[config.mk]
export PLATFORM = sky130hd
export DESIGN_NAME = fpha_ram
export DESIGN_NICKNAME = d
export VERILOG_FILES = /design/src/rtl/fpha_ram.sv
export SDC_FILE = /design/constraint.sdc
export NUM_CORES = 1
export LEC_CHECK = 0
export BUFFER_PORTS_ARGS = -buffer_cell sky130_fd_sc_hd__buf_4
export CAP_MARGIN = 20
export CORE_MARGIN = 4
export CORE_UTILIZATION = 60
export DETAILED_ROUTE_END_ITERATION = 10
export GPL_ROUTABILITY_DRIVEN = 0
export GPL_TIMING_DRIVEN = 1
export PLACE_DENSITY = 0.83
export RECOVER_POWER = 25
export SLEW_MARGIN = 20
export SYNTH_ARGS = -nofsm -noshare
export SYNTH_HDL_FRONTEND = slang
export SYNTH_SLANG_ARGS = --single-unit
[constraint.sdc]
create_clock -name clk -period 2.84 [get_ports clk]
set_clock_uncertainty 0.05 [all_clocks]
set_input_delay 0.426 -clock clk [delete_from_list [all_inputs] [get_ports clk]]
set_output_delay 0.426 -clock clk [all_outputs]
set_load 0.005 [all_outputs]
[src/rtl/fpha_ram.sv]
// generic single write port ram with registered read
module fpha_ram #(
  parameter int WIDTH = 8,
  parameter int DEPTH = 64,
  localparam int AW = (DEPTH > 1) ? $clog2(DEPTH) : 1
) (
  input  logic             clk,
  input  logic             we,
  input  logic [AW-1:0]    waddr,
  input  logic [WIDTH-1:0] wdata,
  input  logic [AW-1:0]    raddr,
  output logic [WIDTH-1:0] rdata
);

  logic [WIDTH-1:0] mem_r [DEPTH];
  logic [WIDTH-1:0] rdata_r;

  always_ff @(posedge clk) begin
    if (we) begin
      mem_r[waddr] <= wdata;
    end
    rdata_r <= mem_r[raddr];
  end

  assign rdata = rdata_r;

endmodule

# Word level (Yosys, flattened, before mapping)
# Memory sizes are Yosys's and may differ from the RTL's. A register that Yosys moved wholly into a read port is not among the register bits.
# Cells that the tools add are included.
dict set report totals {
  out_inout_bits 8
  in_bits 22
  mem_count 1
  ff_bits 0
  ramBits 512
}
# memory depth width read_ports rd_clocked_by_memory_dff write_ports line
set mem_list {}
lappend mem_list {mem_r 64 8 1 1 1 15} ;# logic [WIDTH-1:0] mem_r [DEPTH];
dict set report op_classes {
  n_mux 2
}
# op n
set op_table {}
lappend op_table {{1-bit 2-to-1 mux} 2}

# Depth between registers and ports, before layout
dict set report depth {
  ltp_word 2
  mapped_depth 9
  mapped_depth_nobuf 5
}

# Worst setup path after synthesis
# No wires, ideal clock.
dict set report synth_timing {
  path_kind {input -> register}
  startpoint {input raddr[1]}
  endpoint {register rdata_r[3] (netlist: rdata[3]), read port of mem_r}
  path_slack_ps 696
  setup_time_ps 128
  path_stages 7
  t_arrival_ps 1966
  cell_sequence {buf_4 > buf_2 > buf_2 > mux4_2 > mux4_2 > o21ai_1 > o41ai_1}
}
# item line
set synth_lines {}
lappend synth_lines {{start: declaration} 11} ;# input logic [AW-1:0] raddr,
lappend synth_lines {{end: declaration} 16} ;# logic [WIDTH-1:0] rdata_r;

==> impl_metrics.yaml <==
detailed_routing:
  routed_wl_mm: 45.0
  drtIter0Drc: 1141
  drt-pass1-iter-count: 6
  viasPerCell: 6.60
  wire_per_inst_um: 29.3
  drtAntennaViolNets: 0
  num_vias: 10139
  drc_errors: 0
die:
  dieArea_mm2: 0.0366
  die_h_um: 191
  fp.coreArea_mm2: 0.0329
  io_pins: 30
  die_x_um: 191
  start_util_pct: 61.4
  row_count: 66
sta:
  fin_setup_tns_ns: 0
  period_minus_slack_ns: 2.12
  hold_violations: 0
  maxSlewHeadroom_pct: 5.93
  worst_slew_pin_slew_ns: 1.41
  setup_viol: 0
  fmax_mhz: 471
  rsz0062_at_grt: "no"
  finalCritPeriodShare_pct: 74.7
  drv_slew: 0
clock_tree:
  numCtsBuffers: 48
  postCtsSetupBuffers: 0
  clockRootBuffer: "clkbuf_16"
  holdBufCountCts: 0
  htreeDepth: 2
  post_cts_resized: 0
  clockBufferDepth: 3
  cts.sinks: 520
  clk_latency_ns: 0.56
  clkTransAtPathRegs_ns: 0.06
  cts_tree: "built"
grt:
  grt_pass1_wl_mm: 68.1
  grt_pass1_vias: 10403
  grt_antenna_before_repair: 3
  grt_max_degree: 65
  gr-total-overflow: 0
  grt_usage_pct: 25.5
setup_path:
  timing.rr.start: "mem_r[25][4]"
  cp-end-kind: "flop"
  critPathKind: "reg -> reg"
  crit_fanout: 1
  crit_start: "mem_r[25][4]"
  crit_chain: "mux4_2 > mux2_2 > o221a_2 > nor3_1 > o32ai_1"
  crit_required_ns: 3.21
  max_stage_delay_ns: 0.46
  start_kind: "flop"
  crit_slowest_cell: "mux4_2"
  arrival_ns: 2.49
synthesis:
  synthCells: 940
  synth_edf_count: 512
  yosys.area.top_type_share_pct: 76.2
  synth_ff_type: "edfxtp_1"
  synthTopCellsByArea: "edfxtp_1 (76%), mux4_2 (14%), nor2_1 (1.5%)"
  netlist_area_mm2: 0.0202
  synth-seq-cells: 520
  syn_avg_cell_area_um2: 21.5
  yosysWarnings: 0
  yosys.cell_types.count: 40
  yosysTopAreaCell: "edfxtp_1"
  synth_most_common_cell: "edfxtp_1"
  synth_async_sr_flop_share_pct: 0
  ys_top_cells_by_count: "edfxtp_1 (512), mux4_2 (126), nor2_1 (83), mux2i_1 (23), nand2_1 (19)"
  ys_seq_area_share_pct: 77.0
  synth_nets: 962
pwr:
  ir_drop_v: 0.000516
  p_total_w: 0.0153
  power.leakage_nw: 7.31
  power_density_mw_per_mm2: 670
final_layout:
  final_cells: 1536
  area.sequential_mm2: 0.0155
  layout-area-overhead-vs-synth_pct: 13.2
  drive_gt1_share_pct: 30.3
  n_fill_cell: 1920
  antenna_cells: 0
  multi_input_area_mm2: 0.00432
  final_nets: 1083
job:
  cap_violations: 0
run_status:
  status: "complete, no violations"
placement:
  port_buffers: 29
  hpwlAfterDp_mm: 26.6
  placed_cells: 1453
worst_hold_path:
  min_path_type: "in -> reg"
  hold_path.startpoint: "raddr[5]"
-- final cells by class --
type                            count  share of cell area [%]
Tap cell                          442                    2.42
Multi-Input combinational cell    369                    18.9
Clock inverter                     28                   0.839
Sequential cell                   520                    68.1
Clock buffer                       55                    5.47
Timing Repair Buffer              122                    4.29
-- stage by stage --
step | hold WS (ns) | instance area (um2) | setup WS [ns] | util (%)
6_report | 0.213 | 22800 | 0.718 | 69.4
5_1_grt | 0.192 | 22800 | 0.617 | 69.4
4_1_cts | 0.181 | 22800 | 0.716 | 69.5
3_5_place_dp | 0.761 | 21400 | 0.221 | 65.1
3_3_place_gp | 0.746 | 21400 | 0.234 | 65.1
2_1_floorplan | 0.475 | 20200 | 0.696 | -
-- layout by cell type, fill, tap and decap left out, types with 10 or more instances in the layout --
| cell type | instances |
|---|---|
| clkinv_2 | 10 |
| nor2_1 | 83 |
| nand3_1 | 13 |
| nor2b_1 | 14 |
| mux2_2 | 13 |
| nand2_1 | 19 |
| edfxtp_1 | 512 |
| clkbuf_16 | 49 |
| mux2i_1 | 23 |
| buf_4 | 108 |
| mux4_2 | 126 |
-- report_power, final --
group | leakage [nW] | total (W) | switching, W | internal (W)
logic | 1.93 | 0.000807 | 0.000485 | 0.000323
clock network | 0.702 | 0.00596 | 0.00270 | 0.00326
registers | 4.67 | 0.00853 | 0.0000329 | 0.00850
total | 7.31 | 0.0153 | 0.00322 | 0.0121
-- kinds of logic after synthesis --
logic type / Yosys count / share of synthesized area, %
multiplexers: 162 / 15.9
buffers and inverters: 51 / 1.57
AND/OR/NAND/NOR: 153 / 3.39
AO/OA/AOI/OAI: 54 / 2.07
flip-flops: 520 / 77.0
-- layer usage --
metal  wire [um]  track usage [%]  vias to the layer above
met2       22300             40.7                      678
met4        1560             8.18                        6
met1       16300             36.7                     5188
met5          47                0                        -
li1            -                -                     4157
met3        4800             4.69                      110
-- worst max-delay path, delay by kind of cell, from the launching register on --
| family | cells | cell delay [ns] |
|---|---|---|
| multiplexers | 2 | 0.74 |
| AO/OA/AOI/OAI | 2 | 0.46 |
| AND/OR/NAND/NOR | 1 | 0.37 |
| flip-flops | 1 | 0.38 |
-- registers in the layout (all words and copies together), names as in the netlist --
name   cells
rdata      8
mem_r    512
-- path summary, 6_finish.rpt --
check	slack (ns)	cells after the start	to
min	0.21	2	rdata[5]
max	0.72	5	rdata[4]
min reg2reg	0.82	3	rdata[6]
max reg2reg	0.72	5	rdata[4]
No activity file was read; power rests on OpenSTA's default activity.
